$ cat config.mk
export PLATFORM = sky130hd
export DESIGN_NAME = icfr_queue
export DESIGN_NICKNAME = d
export VERILOG_FILES = /design/src/hw/rtl/icfr_pkg.sv /design/src/hw/rtl/icfr_queue.sv
export SDC_FILE = /design/constraint.sdc
export NUM_CORES = 1
export LEC_CHECK = 0
export BUFFER_PORTS_ARGS = -buffer_cell sky130_fd_sc_hd__buf_2
export CAP_MARGIN = 20
export CORE_UTILIZATION = 45
export DETAILED_ROUTE_END_ITERATION = 10
export PLACE_DENSITY_LB_ADDON = 0.05
export RECOVER_POWER = 50
export SLEW_MARGIN = 15
export SYNTH_ARGS = -nofsm -noshare
export SYNTH_HDL_FRONTEND = slang
export SYNTH_SLANG_ARGS = --single-unit
export TNS_END_PERCENT = 50
$ cat constraint.sdc
create_clock -name clk -period 4.62 [get_ports clk]
set_clock_uncertainty 0.1 [all_clocks]
set_input_delay 0.231 -clock clk [delete_from_list [all_inputs] [get_ports clk]]
set_output_delay 0.231 -clock clk [all_outputs]
set_load 0.02 [all_outputs]
$ cat src/hw/rtl/icfr_pkg.sv
`timescale 1ns / 1ps

package icfr_pkg;

    typedef struct packed {
        logic        cmd;
        logic [7:0]  data_byte;
        logic [15:0] read_address;
    } req_t;

    typedef struct packed {
        logic [2:0] resp_kind;
        logic [9:0] chunks_present;
        logic [7:0] read_byte;
        logic       read_chunk_flag;
    } rsp_t;

    typedef struct packed {
        logic        resp;
        logic [2:0]  kind;
        logic        wr;
        logic        mark;
        logic        rd;
        logic [7:0]  wr_data;
        logic [15:0] store_addr;
        logic [15:0] chunk_src;
    } op_t;

    localparam logic [2:0] KIND_TLM    = 3'd0;
    localparam logic [2:0] KIND_STORED = 3'd1;
    localparam logic [2:0] KIND_REJECT = 3'd2;
    localparam logic [2:0] KIND_OTHER  = 3'd3;
    localparam logic [2:0] KIND_READ   = 3'd4;

    localparam logic [1:0] CLASS_OTHER = 2'd0;
    localparam logic [1:0] CLASS_TLM   = 2'd1;
    localparam logic [1:0] CLASS_IMG   = 2'd2;

    localparam logic [7:0] TYPE_TLM   = 8'h84;
    localparam logic [7:0] TYPE_IMG_A = 8'h01;
    localparam logic [7:0] TYPE_IMG_B = 8'h02;

    localparam int unsigned TYPE_POS    = 4;
    localparam int unsigned OFS_LO_POS  = 9;
    localparam int unsigned OFS_HI_POS  = 10;
    localparam int unsigned PAYLOAD_POS = 12;

    localparam int unsigned QUEUE_DEPTH = 4;
    localparam int unsigned QPTR_W      = 2;

    localparam logic [9:0] COUNT_MAX = 10'h3FF;

endpackage

$ cat src/hw/rtl/icfr_queue.sv
`timescale 1ns / 1ps

module icfr_queue
    import icfr_pkg::*;
(
    input  logic clk,
    input  logic rst_n,
    input  logic push,
    input  op_t  push_op,
    output logic ready,
    input  logic pop,
    output logic head_valid,
    output op_t  head_op
);

    op_t                entry_reg [QUEUE_DEPTH];
    logic [QPTR_W-1:0]  wr_ptr_reg;
    logic [QPTR_W-1:0]  rd_ptr_reg;
    logic [QPTR_W:0]    cnt_reg;
    logic [QPTR_W:0]    cnt_next;

    assign ready      = (cnt_reg != (QPTR_W + 1)'(QUEUE_DEPTH));
    assign head_valid = (cnt_reg != '0);
    assign head_op    = entry_reg[rd_ptr_reg];

    always_comb
    begin
        cnt_next = cnt_reg;
        if (push && !pop)
        begin
            cnt_next = cnt_reg + (QPTR_W + 1)'(1);
        end
        else if (pop && !push)
        begin
            cnt_next = cnt_reg - (QPTR_W + 1)'(1);
        end
    end

    always_ff @(posedge clk)
    begin
        if (push)
        begin
            entry_reg[wr_ptr_reg] <= push_op;
        end
    end

    always_ff @(posedge clk or negedge rst_n)
    begin
        if (!rst_n)
        begin
            wr_ptr_reg <= '0;
            rd_ptr_reg <= '0;
            cnt_reg    <= '0;
        end
        else
        begin
            if (push)
            begin
                wr_ptr_reg <= wr_ptr_reg + QPTR_W'(1);
            end
            if (pop)
            begin
                rd_ptr_reg <= rd_ptr_reg + QPTR_W'(1);
            end
            cnt_reg <= cnt_next;
        end
    end

endmodule

==> impl_metrics.py <==
metrics = {
    "outcome": {
        "outcome": "complete, but fails checks",
        "violations": "capacitance limit, slew limit",
    },
    "clock_tree": {
        "clockBufferDepth": 2,
        "cts_buffers": 17,
        "cts_root_buf": "clkbuf_16",
        "postCtsSetupBuffers": 0,
        "cts.repair.resized": 0,
        "cts.sinks": 195,
        "cts_tree": "built",
        "clkTransAtPathRegs_ns": 0.06,
        "htree_levels": 4,
        "clk_latency_ns": 0.41,
    },
    "global_routing": {
        "grt_pass1_vias": 3559,
        "grt_usage": 0.164,
        "antenna_found_initial": 0,
        "grt_pass1_wl_um": 19200,
        "gr-total-overflow": 0,
        "grt_max_degree": 50,
    },
    "timing": {
        "fmax_mhz": 326,
        "rsz0062_at_grt": "false",
        "finalHoldViolCount": 0,
        "final-setup-viol-count": 0,
        "final.period_utilization": 0.663,
        "finalSetupTns_ns": 0,
        "min_period_ns": 3.06,
        "worst_pin_slew_ns": 1.52,
        "setup_ws_ns": 1.56,
        "final_max_slew_viol_count": 21,
        "slew_headroom": -0.0116,
    },
    "power": {
        "p_per_area_nw_per_um2": 627,
        "power_mw": 5.62,
        "p_leak_nw": 3.02,
        "ir_worst_vdd_mv": 0.370,
    },
    "synthesis": {
        "synth_top_area_frac": 0.784,
        "synth_area_per_cell_um2": 25.6,
        "synth_edf_count": 188,
        "synth_ff_type": "edfxtp_1",
        "synth_nets": 338,
        "yosysMostFrequentCell": "edfxtp_1",
        "synth_top_family_by_area": "multiplexers",
        "seq_area_frac_synth": 0.808,
        "synth_cell_types": 20,
        "async_flop_share": 0.0359,
        "muxShareOfSynthArea": 0.150,
        "synth_seq_cells": 195,
        "syn_inst": 281,
        "synth_top_area_cell": "edfxtp_1",
        "synth.cell_area_um2": 7200,
        "synthTopCellsByCount": "edfxtp_1 (188), mux4_2 (45), dfrtp_1 (7)",
        "yosys.area_share.simple": 0.00695,
        "synth_compound_area_frac": 0.000695,
        "synthTopCellsByArea": "edfxtp_1 (78%), mux4_2 (14%), dfrtp_1 (2.4%), ha_1 (0.87%), mux4_1 (0.73%)",
        "yosys_warnings": 0,
        "synthAdderAreaFrac": 0.0115,
        "synth-xor-area-share": 0.00730,
    },
    "final_layout": {
        "drive_above_1_share": 0.295,
        "syn_to_final_growth_pct": 24.5,
        "largest_register_ff_count": 188,
        "antenna_cells": 0,
        "fin_area_um2": 8960,
        "n_fill_cell": 1217,
        "final_util": 0.581,
        "fin_nets": 501,
    },
    "drt": {
        "drt-wirelength-per-cell_um": 18.4,
        "vias": 3314,
        "wl_met3_um": 396,
        "routed.top_layer": "met4",
        "met2_length_um": 6290,
        "drtAntennaViolNets": 0,
        "first_pass_iters": 4,
        "drt-total-wl_um": 12300,
        "met1_length_um": 5420,
        "drc_errors": 0,
        "vias_per_cell": 4.96,
        "first_iter_violations": 162,
    },
    "place": {
        "dp_slack_ns": 2.30,
        "dpl.hpwl_um": 6830,
        "post_dp_cell_area_um2": 7910,
        "io_buffers": 99,
        "place.gp.congestion": 0.640,
    },
    "die": {
        "dieHeight_um": 128,
        "die_x_um": 128,
        "num_rows": 45,
        "io_pins": 100,
        "initial_core_util": 0.467,
        "core_um2": 15400,
        "dieArea_um2": 16500,
    },
    "critical_path": {
        "cp_max_fo": 30,
        "cp-start-kind": "flop",
        "critPathArrivalTime_ns": 2.73,
        "slowest_stage": "dfrtp_1",
        "path_cells": "buf_16 -> mux4_2 -> buf_2",
        "cpPeakStageDelay_ns": 1.22,
        "worst-path-buf-inv": 2,
        "crit_type": "reg -> out",
        "cp-end-kind": "output pin",
        "crit_required_ns": 4.29,
        "reg2reg_slack_ns": 1.78,
        "crit_family": "flip-flops",
    },
    "hold_path": {
        "min_path_type": "in -> async",
    },
    "job": {
        "maxCapViolCount": 1,
    },
}
placed cells by master (no fill, tap or decap):
cell | Yosys | routed
and2_0 | 0 | 1
and2_2 | 0 | 3
buf_16 | 0 | 1
buf_2 | 3 | 49
buf_4 | 3 | 5
bufinv_16 | 0 | 3
clkbuf_1 | 2 | 50
clkbuf_16 | 0 | 17
clkinv_1 | 0 | 2
clkinv_2 | 0 | 5
clkinv_4 | 0 | 1
clkinvlp_4 | 0 | 2
dfrtp_1 | 7 | 6
dfrtp_2 | 0 | 1
dlygate4sd3_1 | 0 | 50
edfxtp_1 | 188 | 188
fa_1 | 1 | 1
ha_1 | 5 | 5
inv_1 | 4 | 4
inv_6 | 0 | 2
mux2_2 | 1 | 1
mux4_1 | 2 | 2
mux4_2 | 45 | 45
nand2_1 | 3 | 3
nor2_1 | 2 | 2
o21ai_0 | 1 | 1
or3_1 | 1 | 1
xnor2_1 | 2 | 2
xor2_1 | 4 | 4
cells by family after synthesis:
group / count (synthesis)
DFF: 195
muxes: 48
buffers and inverters: 15
and+or+nand+nor: 10
xor gates and xnor gates: 6
adders and majority gates: 6
AOI/OAI and AO/OA: 1
repair_timing:
| action | CTS | global route |
|---|---|---|
| hold buffers | 50 | 0 |
| setup endpoints to repair | 0 | 0 |
| hold endpoints to repair | 198 | 0 |
layer usage:
layer / track usage / up-vias
li1: - / 1512
met5: 0 / -
met1: 0.212 / 1716
met4: 0.0623 / 0
met3: 0.0362 / 12
met2: 0.273 / 74
area by class of cell:
cell class	instances	area [um2]	share of cell area
clock buffer	17	425	0.0475
clock inverter	15	164	0.0183
inverter	4	15.0	0.00168
multi-input combinational	71	1270	0.142
sequential	195	5820	0.650
tap	211	264	0.0295
timing repair buffer	155	998	0.111
worst paths after layout:
kind	startpoint	endpoint	cells after the start
max in group asynchronous	rst_n	rd_ptr_reg[1]	2
min in group clk	cnt_reg[2]	cnt_reg[2]	1
worst min register to register	cnt_reg[2]	cnt_reg[2]	1
worst max-delay path	rd_ptr_reg[0]	head_op[38]	3
worst max register to register	wr_ptr_reg[0]	entry_reg[2][45]	4
worst min-delay path	rst_n	cnt_reg[1]	2
per-stage QoR:
step                hold WS [ns]  instances
floorplan                 -0.165        281
global placement         -0.0272        585
detailed placement       -0.0294        585
CTS                       0.0671        667
global route               0.180        668
finish                     0.165        668
power by group:
part           leakage [nW]  internal, mW  total [mW]  switching (mW)
logic                 0.920         0.730        1.65           0.917
clock network         0.288         0.847        1.46           0.614
registers              1.81          2.32        2.51           0.196
Power figures use the tool's default switching activity.
