[config.mk]
export PLATFORM = sky130hd
export DESIGN_NAME = icfr_front
export DESIGN_NICKNAME = d
export VERILOG_FILES = /design/src/hw/rtl/icfr_pkg.sv /design/src/hw/rtl/icfr_front.sv
export SDC_FILE = /design/constraint.sdc
export NUM_CORES = 1
export LEC_CHECK = 0
export BUFFER_PORTS_ARGS = -buffer_cell sky130_fd_sc_hd__buf_2
export CORE_MARGIN = 3
export CORE_UTILIZATION = 55
export DETAILED_ROUTE_END_ITERATION = 6
export PLACE_DENSITY = 0.89
export SYNTH_ARGS = -nofsm -noshare
export SYNTH_HDL_FRONTEND = slang
export SYNTH_SLANG_ARGS = --single-unit
[constraint.sdc]
create_clock -name clk -period 5.66 [get_ports clk]
set_input_delay 0.283 -clock clk [delete_from_list [all_inputs] [get_ports clk]]
set_output_delay 0.283 -clock clk [all_outputs]
set_load 0.03 [all_outputs]
[src/hw/rtl/icfr_pkg.sv]
`timescale 1ns / 1ps

package icfr_pkg;

    typedef struct packed {
        logic        cmd;
        logic [7:0]  data_byte;
        logic [15:0] read_address;
    } req_t;

    typedef struct packed {
        logic [2:0] resp_kind;
        logic [9:0] chunks_present;
        logic [7:0] read_byte;
        logic       read_chunk_flag;
    } rsp_t;

    typedef struct packed {
        logic        resp;
        logic [2:0]  kind;
        logic        wr;
        logic        mark;
        logic        rd;
        logic [7:0]  wr_data;
        logic [15:0] store_addr;
        logic [15:0] chunk_src;
    } op_t;

    localparam logic [2:0] KIND_TLM    = 3'd0;
    localparam logic [2:0] KIND_STORED = 3'd1;
    localparam logic [2:0] KIND_REJECT = 3'd2;
    localparam logic [2:0] KIND_OTHER  = 3'd3;
    localparam logic [2:0] KIND_READ   = 3'd4;

    localparam logic [1:0] CLASS_OTHER = 2'd0;
    localparam logic [1:0] CLASS_TLM   = 2'd1;
    localparam logic [1:0] CLASS_IMG   = 2'd2;

    localparam logic [7:0] TYPE_TLM   = 8'h84;
    localparam logic [7:0] TYPE_IMG_A = 8'h01;
    localparam logic [7:0] TYPE_IMG_B = 8'h02;

    localparam int unsigned TYPE_POS    = 4;
    localparam int unsigned OFS_LO_POS  = 9;
    localparam int unsigned OFS_HI_POS  = 10;
    localparam int unsigned PAYLOAD_POS = 12;

    localparam int unsigned QUEUE_DEPTH = 4;
    localparam int unsigned QPTR_W      = 2;

    localparam logic [9:0] COUNT_MAX = 10'h3FF;

endpackage

[src/hw/rtl/icfr_front.sv]
`timescale 1ns / 1ps

module icfr_front
    import icfr_pkg::*;
#(
    parameter int FRAME_BYTES = 70,
    parameter int CHUNK_BYTES = 56,
    parameter int CHUNK_COUNT = 878
)
(
    input  logic clk,
    input  logic rst_n,
    input  logic req_valid,
    input  req_t req,
    input  logic busy,
    input  logic q_ready,
    output logic req_stall,
    output logic push,
    output op_t  push_op
);

    localparam int PosW = $clog2(FRAME_BYTES);
    localparam logic [PosW-1:0] TypePos = PosW'(TYPE_POS);
    localparam logic [PosW-1:0] OfsLoPos = PosW'(OFS_LO_POS);
    localparam logic [PosW-1:0] OfsHiPos = PosW'(OFS_HI_POS);
    localparam logic [PosW-1:0] PayPos = PosW'(PAYLOAD_POS);
    localparam logic [PosW-1:0] PayEnd = PosW'(PAYLOAD_POS + CHUNK_BYTES);
    localparam logic [PosW-1:0] LastPos = PosW'(FRAME_BYTES - 1);
    localparam logic [16:0] StoreLim = 17'(CHUNK_COUNT * CHUNK_BYTES);
    localparam logic [15:0] MaxOfs = 16'((CHUNK_COUNT - 1) * CHUNK_BYTES);

    logic [PosW-1:0] pos_reg;
    logic [PosW-1:0] pos_next;
    logic [1:0]      class_reg;
    logic [1:0]      class_next;
    logic [15:0]     ofs_reg;
    logic [15:0]     ofs_next;
    logic            img;
    logic            ofs_ok;
    logic            in_pay;
    logic            last;
    logic [16:0]     wr_addr;
    logic [2:0]      end_kind;
    logic            accept;
    logic            need;

    always_comb
    begin
        class_next = class_reg;
        if (pos_reg == TypePos)
        begin
            unique case (req.data_byte) inside
                TYPE_TLM:               class_next = CLASS_TLM;
                TYPE_IMG_A, TYPE_IMG_B: class_next = CLASS_IMG;
                default:                class_next = CLASS_OTHER;
            endcase
        end

        ofs_next = ofs_reg;
        if (pos_reg == OfsLoPos)
        begin
            ofs_next = {ofs_reg[15:8], req.data_byte};
        end
        else if (pos_reg == OfsHiPos)
        begin
            ofs_next = {req.data_byte, ofs_reg[7:0]};
        end

        img     = (class_next == CLASS_IMG);
        ofs_ok  = (ofs_next <= MaxOfs);
        in_pay  = (pos_reg >= PayPos) && (pos_reg < PayEnd);
        wr_addr = {1'b0, ofs_next} + 17'(pos_reg - PayPos);
        last    = (pos_reg == LastPos);
        pos_next = last ? '0 : pos_reg + PosW'(1);

        unique case (class_next)
            CLASS_TLM: end_kind = KIND_TLM;
            CLASS_IMG: end_kind = ofs_ok ? KIND_STORED : KIND_REJECT;
            default:   end_kind = KIND_OTHER;
        endcase

        if (req.cmd)
        begin
            push_op.resp       = 1'b1;
            push_op.kind       = KIND_READ;
            push_op.wr         = 1'b0;
            push_op.mark       = 1'b0;
            push_op.rd         = ({1'b0, req.read_address} < StoreLim);
            push_op.wr_data    = req.data_byte;
            push_op.store_addr = req.read_address;
            push_op.chunk_src  = req.read_address;
        end
        else
        begin
            push_op.resp       = last;
            push_op.kind       = end_kind;
            push_op.wr         = img && ofs_ok && in_pay && (wr_addr < StoreLim);
            push_op.mark       = last && img && ofs_ok;
            push_op.rd         = 1'b0;
            push_op.wr_data    = req.data_byte;
            push_op.store_addr = wr_addr[15:0];
            push_op.chunk_src  = ofs_next;
        end

        need = req.cmd || push_op.wr || last;
    end

    assign req_stall = busy || !q_ready;
    assign accept    = req_valid && !req_stall;
    assign push      = accept && need;

    always_ff @(posedge clk or negedge rst_n)
    begin
        if (!rst_n)
        begin
            pos_reg   <= '0;
            class_reg <= CLASS_OTHER;
            ofs_reg   <= '0;
        end
        else if (accept && !req.cmd)
        begin
            pos_reg   <= pos_next;
            class_reg <= class_next;
            ofs_reg   <= ofs_next;
        end
    end

endmodule

==> flow_summary.json, run 1 <==
{
  "netlist_area_um2": 3230,
  "setup.worst_path.start": "pos_reg[1]",
  "drt_wl_total_mm": 9.58,
  "yosys_warnings": 0,
  "cts_buffers": 3,
  "dp_hpwl_mm": 7.41,
  "violations": "negative hold slack",
  "dp_slack_ns": 0.418,
  "core_region_area_um2": 5610,
  "grt_pass1_vias": 3075,
  "initialDrtViolationCount": 467,
  "setup-violations-final": 0,
  "p_leak_nw": 1.65,
  "setup_ws_ns": 0.277,
  "dieArea_um2": 6830,
  "finalCriticalPeriod_ns": 5.38,
  "cts-root-buf": "clkbuf_8",
  "grt_pass1_wl_mm": 15.1,
  "drt_first_pass_iters": 5,
  "drive_gt1_share_pct": 28.9,
  "finalHoldViolCount": 18,
  "max_freq_mhz": 186,
  "worstMarginPinSlew_ns": 1.10,
  "max_cap_viol_count": 0,
  "synth_nets": 462,
  "cts_hold_buffers": 0,
  "cp-end-kind": "output pin",
  "route.detailed.drc": 0,
  "clockBufferDepth": 2,
  "nNetsFinal": 525,
  "die_x_um": 82.6,
  "track_usage_pct": 28.2,
  "n_antenna_cell": 0,
  "power_density_nw_per_um2": 451,
  "dpl.cell_count": 545,
  "cts_tree": "done",
  "clkTransAtPathRegs_ns": 0.09,
  "clk_latency_ns": 0.27,
  "worst-setup-path-type": "flop to output pin",
  "fin_cells": 550,
  "r2r-end": "ofs_reg[11]",
  "avgSynthCellArea_um2": 7.77,
  "clock-sinks": 25,
  "place.gp.congestion": 0.952,
  "r2r-start": "pos_reg[4]",
  "slew_headroom_pct": 24.8,
  "synth_cell_types": 70,
  "startpoint_type": "flop",
  "fin_total_pwr_w": 0.00166,
  "num_vias": 3456,
  "endpoint": "push",
  "timing.hold.ws_ns": -0.0109,
  "antenna_found_initial": 0,
  "peakVddDrop_mv": 0.244,
  "synth.most_common_cell": "nand2_1",
  "die_h_um": 82.6,
  "wl_per_cell_um": 17.4,
  "cp_max_fo": 5,
  "ff2ff_path_depth": 4,
  "crit_required_ns": 5.38,
  "via_per_inst": 6.28,
  "finalCritPeriodShare_pct": 95.1,
  "synth-async-reset-ratio_pct": 100,
  "postPlaceCellArea_um2": 3590,
  "synthTopCellsByArea": "dfrtp_1 (19%), mux2_2 (9.1%), o21ai_0 (6.2%)",
  "ant_nets": 0,
  "synth_top_area_share_pct": 19.4,
  "ys_seq_elements": 25,
  "grt_max_degree": 34,
  "fin_util_pct": 65.5,
  "cp_cell_sequence": "inv_1, ha_1, nand2_1, nor2_4, mux2_2, ha_1, a211oi_2, o21bai_1, a211o_2, a311oi_4, o31ai_1, a21oi_2, xnor2_1, a31o_1, or4_4, a21oi_2, nor2_1, buf_2",
  "grt_overflow_total": 0,
  "r2r_setup_slack_ns": 2.79,
  "start_util_pct": 57.6,
  "num_rows": 27,
  "hold_path.class": "input port to asynchronous set/reset pin",
  "slowest_stage": "or4_4",
  "synthCells": 416,
  "yosysTopAreaCell": "dfrtp_1",
  "yosysSeqAreaShare_pct": 19.4,
  "fillerInstances": 512,
  "syn2layout_area_growth_pct": 13.7,
  "maxSlewViolCount": 0,
  "cts_max_level": 1,
  "outcome": "finished, violations left",
  "finalInstanceArea_um2": 3670,
  "cp_data_arrival_time_ns": 5.10,
  "largest_reg_flops": 16,
  "synth_edf_count": 0,
  "clock_skew_ns": 0.00295,
  "ios": 79,
  "io_buffers": 78,
  "synthFlopType": "dfrtp_1",
  "synthTopCellsByCount": "nand2_1 (51), o21ai_0 (40), nor2_1 (27), mux2_2 (26), dfrtp_1 (25)",
  "slowest_delay_ns": 0.48
}
[where the power goes]
group	total [W]	internal [W]	switching, W
Combinational	0.00131	0.000510	0.000803
Clock	0.000107	0.0000498	0.0000576
Sequential	0.000238	0.000204	0.0000341
Total	0.00166	0.000764	0.000894
[how the worst min path moves through the flow]
| stage | from | to | slack, ns | cells past startpoint |
|---|---|---|---|---|
| after floorplan | rst_n | class_reg[0] | -0.01 | 0 |
| after global placement | rst_n | ofs_reg[12] | 0.30 | 1 |
| after detailed placement | rst_n | ofs_reg[10] | 0.30 | 1 |
| after CTS | rst_n | ofs_reg[15] | 0.004 | 1 |
| after global routing | rst_n | ofs_reg[15] | 0.02 | 1 |
| final | rst_n | ofs_reg[10] | -0.01 | 1 |
[metal layers]
layer	vias up	global-route usage, %	wire, um
met5	-	0	0
met4	0	8.50	274
met3	36	4.34	567
met2	155	46.3	4720
met1	1630	38.1	4020
li1	1635	-	-
[cell type report]
| cell class | count | area [um^2] | share of cell area [%] |
|---|---|---|---|
| Timing Repair Buffer | 88 | 465 | 12.7 |
| Multi-Input combinational cell | 340 | 2370 | 64.4 |
| Sequential cell | 25 | 626 | 17.0 |
| Clock buffer | 3 | 41.3 | 1.12 |
| Inverter | 21 | 78.8 | 2.15 |
| Clock inverter | 1 | 7.51 | 0.204 |
| Tap cell | 72 | 90.1 | 2.45 |
[worst max-delay path: cells and delay by family (launching register included)]
family	cells	cell delay, ns
compound gates	8	2.03
simple gates	4	0.93
fa+ha+maj	2	0.54
flops	1	0.43
mux	1	0.40
buf+inv	2	0.34
xor+xnor	1	0.15
[per-stage QoR]
stage	hold slack (ns)	TNS [ns]
after floorplan	-0.0126	0
after global placement	0.297	0
after detailed placement	0.298	0
after CTS	0.00438	0
after global routing	0.0168	-0.00562
final	-0.0109	0
[cell families after synthesis]
family,share of synthesized area [%]
xor+xnor,5.96
mux,13.1
flops,19.4
buf+inv,8.29
fa+ha+maj,6.74
simple gates,22.9
compound gates,23.7
[timing repair]
action,CTS,global route
gates resized for setup,0,6
endpoints found under the setup margin,0,2
buffers inserted,0,1
[placed cells by master (no fill, tap or decap), drive strengths merged, types with 12 or more instances in the layout]
master / Yosys / routed
a21oi: 17 / 17
ha: 15 / 15
dfrtp: 25 / 25
mux2: 26 / 26
buf: 20 / 88
mux2i: 13 / 13
nand3: 14 / 14
nand2: 51 / 51
nor2: 28 / 28
inv: 21 / 21
xnor2: 18 / 18
o21ai: 41 / 41
nor3: 12 / 12
Power figures use the tool's default switching activity.
==> inputs of run 2 (changes only) <==
--- a/config.mk
+++ b/config.mk
@@ -9,4 +9,5 @@
 export CORE_MARGIN = 3
 export CORE_UTILIZATION = 55
+export CTS_CLUSTER_SIZE = 16
 export DETAILED_ROUTE_END_ITERATION = 6
 export PLACE_DENSITY = 0.89
==> constraint.sdc (replaced) <==
create_clock -name clk -period 5.66 [get_ports clk]
set_input_delay 0.566 -clock clk [delete_from_list [all_inputs] [get_ports clk]]
set_output_delay 0.566 -clock clk [all_outputs]
set_load 0.03 [all_outputs]
==> run 2 against run 1 <==
  * The run now ends clean
  * Routed wire length grew 4.3%
  * Fmax shrank 2.0%
  * Non-clock buffer count grew 2
  * Worst hold slack gained 0.28 ns
  * Final cell count grew 0.36%
  * Die area is the same
  * Clock power is essentially flat
  * Via count grew 0.55%
  * Sequential cell count is the same
  * Final area grew 1.4%
  * Critical path depth is the same
==> flow_summary.json, run 2 (synthesis results as in run 1) <==
{
  "outcome": "completed",
  "max_freq_mhz": 182,
  "initialDrtViolationCount": 365,
  "track_usage_pct": 28.8,
  "io_buffers": 78,
  "clkTransAtPathRegs_ns": 0.09,
  "clock-sinks": 25,
  "cts_tree": "done",
  "cts_buffers": 3,
  "cp_data_arrival_time_ns": 4.93,
  "hold_path.class": "input port to asynchronous set/reset pin",
  "nNetsFinal": 527,
  "setup-violations-final": 0,
  "die_h_um": 82.6,
  "via_per_inst": 6.30,
  "cp-end-kind": "output pin",
  "timing.hold.ws_ns": 0.265,
  "clockBufferDepth": 2,
  "maxSlewViolCount": 0,
  "wl_per_cell_um": 18.1,
  "drive_gt1_share_pct": 31.3,
  "grt_pass1_wl_mm": 15.3,
  "finalCriticalPeriod_ns": 5.49,
  "slew_headroom_pct": 24.5,
  "finalCritPeriodShare_pct": 97.0,
  "antenna_found_initial": 0,
  "die_x_um": 82.6,
  "largest_reg_flops": 16,
  "p_leak_nw": 1.66,
  "crit_required_ns": 5.09,
  "worstMarginPinSlew_ns": 1.10,
  "cp_top_family": "simple AND/OR/NAND/NOR gates",
  "drt_wl_total_mm": 9.99,
  "drt_first_pass_iters": 5,
  "startpoint_type": "flop",
  "dp_hpwl_mm": 7.71,
  "grt_pass1_vias": 3203,
  "cp_cell_sequence": "or3_4, nor2_4, buf_4, mux2i_4, inv_1, ha_1, a211oi_2, o21bai_1, or2b_2, a311oi_4, buf_4, xnor2_1, nor2_1, o32a_2, nor4_4, o311a_1, and3_1, buf_2",
  "finalHoldViolCount": 0,
  "power_density_nw_per_um2": 456,
  "worst-setup-path-type": "flop to output pin",
  "cpMostUsedCell": "buf_4",
  "clk_latency_ns": 0.27,
  "cp_num_buf_inv": 4,
  "num_vias": 3475,
  "max_cap_viol_count": 0,
  "core_region_area_um2": 5610,
  "grt_max_degree": 34,
  "cp.depth": 18,
  "route.detailed.drc": 0,
  "cts-root-buf": "clkbuf_8",
  "layout_commonest_cell": "buf_2",
  "n_antenna_cell": 0,
  "mostFrequentLayoutCells": "buf_2 (78), nand2_1 (50), o21ai_0 (38)",
  "cts_max_level": 1,
  "clock_skew_ns": 0.00652,
  "peakVddDrop_mv": 0.338,
  "setup_tns_ns": 0,
  "syn2layout_area_growth_pct": 15.4,
  "cp_max_fo": 6,
  "ff2ff_path_depth": 5,
  "ios": 79,
  "dieArea_um2": 6830,
  "slowest_delay_ns": 0.45,
  "fillerInstances": 509,
  "ant_nets": 0,
  "place.gp.congestion": 0.955,
  "start_util_pct": 57.6,
  "slowest_stage": "dfrtp_2",
  "grt_overflow_total": 0,
  "num_rows": 27
}
==> run 2: final timing paths <==
kind,from,endpoint,slack [ns]
max,pos_reg[6],push_op[42],0.17
min in group clk,class_reg[1],class_reg[1],0.49
min reg2reg,class_reg[1],class_reg[1],0.49
max reg2reg,pos_reg[6],ofs_reg[11],2.91
max in group asynchronous,rst_n,pos_reg[2],5.00
min,rst_n,ofs_reg[14],0.26
==> run 2: final cells by class <==
cell class / count / area (um^2) / share of cell area [%]
repair buffers: 90 / 480 / 12.9
well taps: 72 / 90.1 / 2.42
inverters: 21 / 78.8 / 2.11
multi-input cells: 340 / 2400 / 64.5
clock buffers: 3 / 41.3 / 1.11
clock inverters: 1 / 5.00 / 0.134
flip-flops and latches: 25 / 629 / 16.9
==> run 2: where the power goes <==
| part | total (W) | internal (W) | switching, W |
|---|---|---|---|
| Combinational | 0.00136 | 0.000522 | 0.000834 |
| Sequential | 0.000238 | 0.000205 | 0.0000332 |
| Clock | 0.000105 | 0.0000492 | 0.0000556 |
==> run 2: timing repair <==
action                     CTS  global route
resized for setup            3            16
setup endpoints to repair    2             2
hold buffers                 0             0
setup buffers                0             4
pin swaps                    1             2
==> run 2: layer usage <==
metal | track usage, % | up-vias | wire [um]
met4 | 13.4 | 0 | 391
met2 | 49.0 | 152 | 4910
li1 | - | 1635 | -
met5 | 0 | - | 0
met3 | 4.34 | 40 | 603
met1 | 35.5 | 1648 | 4090
==> run 2: per-stage QoR <==
stage	power, W	setup WS, ns	utilization [%]	cells	cell area (um^2)
2_1_floorplan	0.00122	0.567	-	416	3230
3_5_place_dp	0.00151	0.254	63.9	544	3580
6_report	0.00170	0.168	66.5	552	3730
3_3_place_gp	0.00147	0.397	63.9	544	3580
4_1_cts	0.00162	0.0521	64.9	548	3640
5_1_grt	0.00182	-0.0183	66.5	552	3730
==> inputs of run 3 (changes only) <==
CTS_BUF_LIST = sky130_fd_sc_hd__clkbuf_4   (was default)
==> run 3 against run 2 <==
  * Via count increased by 1.7%
  * Clock power down 22%
  * Clock skew shrank 0.0012 ns
  * Final area up 0.84%
  * Count of clock-buffer cells in the layout is the same
  * Fmax shrank 0.17%
  * Routed wire length is 0.39% higher
  * Critical path depth down 2
  * Critical endpoint unchanged
  * Largest cell class unchanged
  * Largest power group unchanged
==> flow_summary.json, run 3 (synthesis results as in run 1) <==
{
  "seqPwrFrac_pct": 14.1,
  "mostFrequentLayoutCells": "buf_2 (78), nand2_1 (50), o21ai_0 (38)",
  "drt_first_pass_iters": 5,
  "hold_path.class": "input port to asynchronous set/reset pin",
  "cts_hold_buffers": 0,
  "grt_max_degree": 34,
  "core_region_area_um2": 5610,
  "slew_headroom_pct": 21.5,
  "num_rows": 27,
  "syn2layout_area_growth_pct": 16.3,
  "die_h_um": 82.6,
  "via_per_inst": 6.38,
  "cp_max_fo": 6,
  "setup_ws_ns": 0.159,
  "power_density_nw_per_um2": 451,
  "die_x_um": 82.6,
  "finalHoldViolCount": 0,
  "max_cap_viol_count": 0,
  "route.detailed.drc": 0,
  "grt_pass1_wl_mm": 15.2,
  "power.internal_w": 0.000772,
  "clkTransAtPathRegs_ns": 0.14,
  "largest_reg_flops": 16,
  "dp_slack_ns": 0.254,
  "dieArea_um2": 6830,
  "max_freq_mhz": 182,
  "maxSlewViolCount": 0,
  "initialDrtViolationCount": 449,
  "cts_tree": "done",
  "ios": 79,
  "cts_buffers": 3,
  "layout_commonest_cell": "buf_2",
  "n_antenna_cell": 0,
  "crit_required_ns": 5.09,
  "place.gp.congestion": 0.955,
  "setup-violations-final": 0,
  "cp-end-kind": "output pin",
  "antenna_found_initial": 0,
  "ant_nets": 0,
  "wl_per_cell_um": 18.1,
  "dp_hpwl_mm": 7.71,
  "swShare_pct": 54.5,
  "cp_num_buf_inv": 2,
  "clk_latency_ns": 0.32,
  "cp_top_family": "simple AND/OR/NAND/NOR gates",
  "p_clk_share_pct": 4.8,
  "clock-sinks": 25,
  "outcome": "completed",
  "num_vias": 3535,
  "cp_data_arrival_time_ns": 4.93,
  "p_sw_w": 0.000925,
  "finalCriticalPeriod_ns": 5.50,
  "grt_overflow_total": 0,
  "drive_gt1_share_pct": 32.0,
  "cp_cell_sequence": "or3_4, nor2_4, mux2_2, ha_1, a211oi_2, o21bai_1, or2b_2, a311oi_4, buf_4, xnor2_1, nor2_1, o32a_2, nor4_4, o311a_1, and3_1, buf_2",
  "startpoint_type": "flop",
  "finalInstanceArea_um2": 3760,
  "cts-root-buf": "clkbuf_4",
  "clockBufferDepth": 2,
  "slowest_stage": "dfrtp_2",
  "start_util_pct": 57.6,
  "worstMarginPinSlew_ns": 1.15,
  "io_buffers": 78,
  "grt_pass1_vias": 3195,
  "finalCritPeriodShare_pct": 97.2,
  "peakVddDrop_mv": 0.337,
  "worst-setup-path-type": "flop to output pin",
  "timing.hold.ws_ns": 0.196,
  "drt_wl_total_mm": 10.0,
  "postPlaceCellArea_um2": 3580,
  "p_leak_nw": 1.67,
  "nNetsFinal": 529,
  "clock_skew_ns": 0.00532,
  "slowest_delay_ns": 0.47,
  "power_frac_comb_pct": 81.1,
  "track_usage_pct": 28.6,
  "cts_max_level": 1
}
[run 3: routing by layer]
layer / vias up / share of wire (%) / GRT usage (%)
li1: 1641 / - / -
met1: 1662 / 40 / 35.5
met2: 187 / 48 / 48.3
met3: 45 / 7.1 / 4.66
met4: 0 / 4.3 / 12.9
met5: - / 0 / 0
[run 3: metrics by stage]
step | utilization, % | cells | total power (W) | TNS [ns]
5_1_grt | 67.0 | 554 | 0.00182 | -0.0154
4_1_cts | 64.5 | 548 | 0.00160 | 0
3_3_place_gp | 63.9 | 544 | 0.00147 | 0
3_5_place_dp | 63.9 | 544 | 0.00151 | 0
2_1_floorplan | - | 416 | 0.00122 | 0
6_report | 67.0 | 554 | 0.00170 | 0
[run 3: repair_timing]
item,CTS,global route
setup buffers,0,6
cloned,0,0
pin swaps,1,3
endpoints found under the hold margin,0,0
resized for setup,4,20
setup endpoints to repair,2,2
[run 3: area by class of cell]
| type | count | area (um^2) |
|---|---|---|
| inverter | 21 | 78.8 |
| tap | 72 | 90.1 |
| fill | 500 | 1850 |
| multi-input combinational | 340 | 2430 |
| clock buffer | 3 | 22.5 |
| timing repair buffer | 92 | 499 |
| sequential | 25 | 631 |
| clock inverter | 1 | 5.00 |
[run 3: final timing paths]
kind | end | from | depth (start not counted) | slack (ns)
max in group asynchronous | pos_reg[3] | rst_n | 1 | 5.06
worst min-delay path | ofs_reg[12] | rst_n | 1 | 0.20
worst min register to register | ofs_reg[15] | ofs_reg[15] | 2 | 0.50
worst max register to register | ofs_reg[11] | pos_reg[6] | 5 | 2.87
worst max-delay path | push_op[42] | pos_reg[6] | 16 | 0.16
min in group clk | ofs_reg[15] | ofs_reg[15] | 2 | 0.50
[run 3: power groups by stage]
stage | Clock, W | Sequential (W) | Combinational, W
floorplan | 0 | 0.000231 | 0.000987
global placement | 0 | 0.000236 | 0.00124
detailed placement | 0 | 0.000240 | 0.00127
CTS | 0.0000824 | 0.000237 | 0.00128
global route | 0.0000925 | 0.000242 | 0.00148
finish | 0.0000817 | 0.000239 | 0.00138
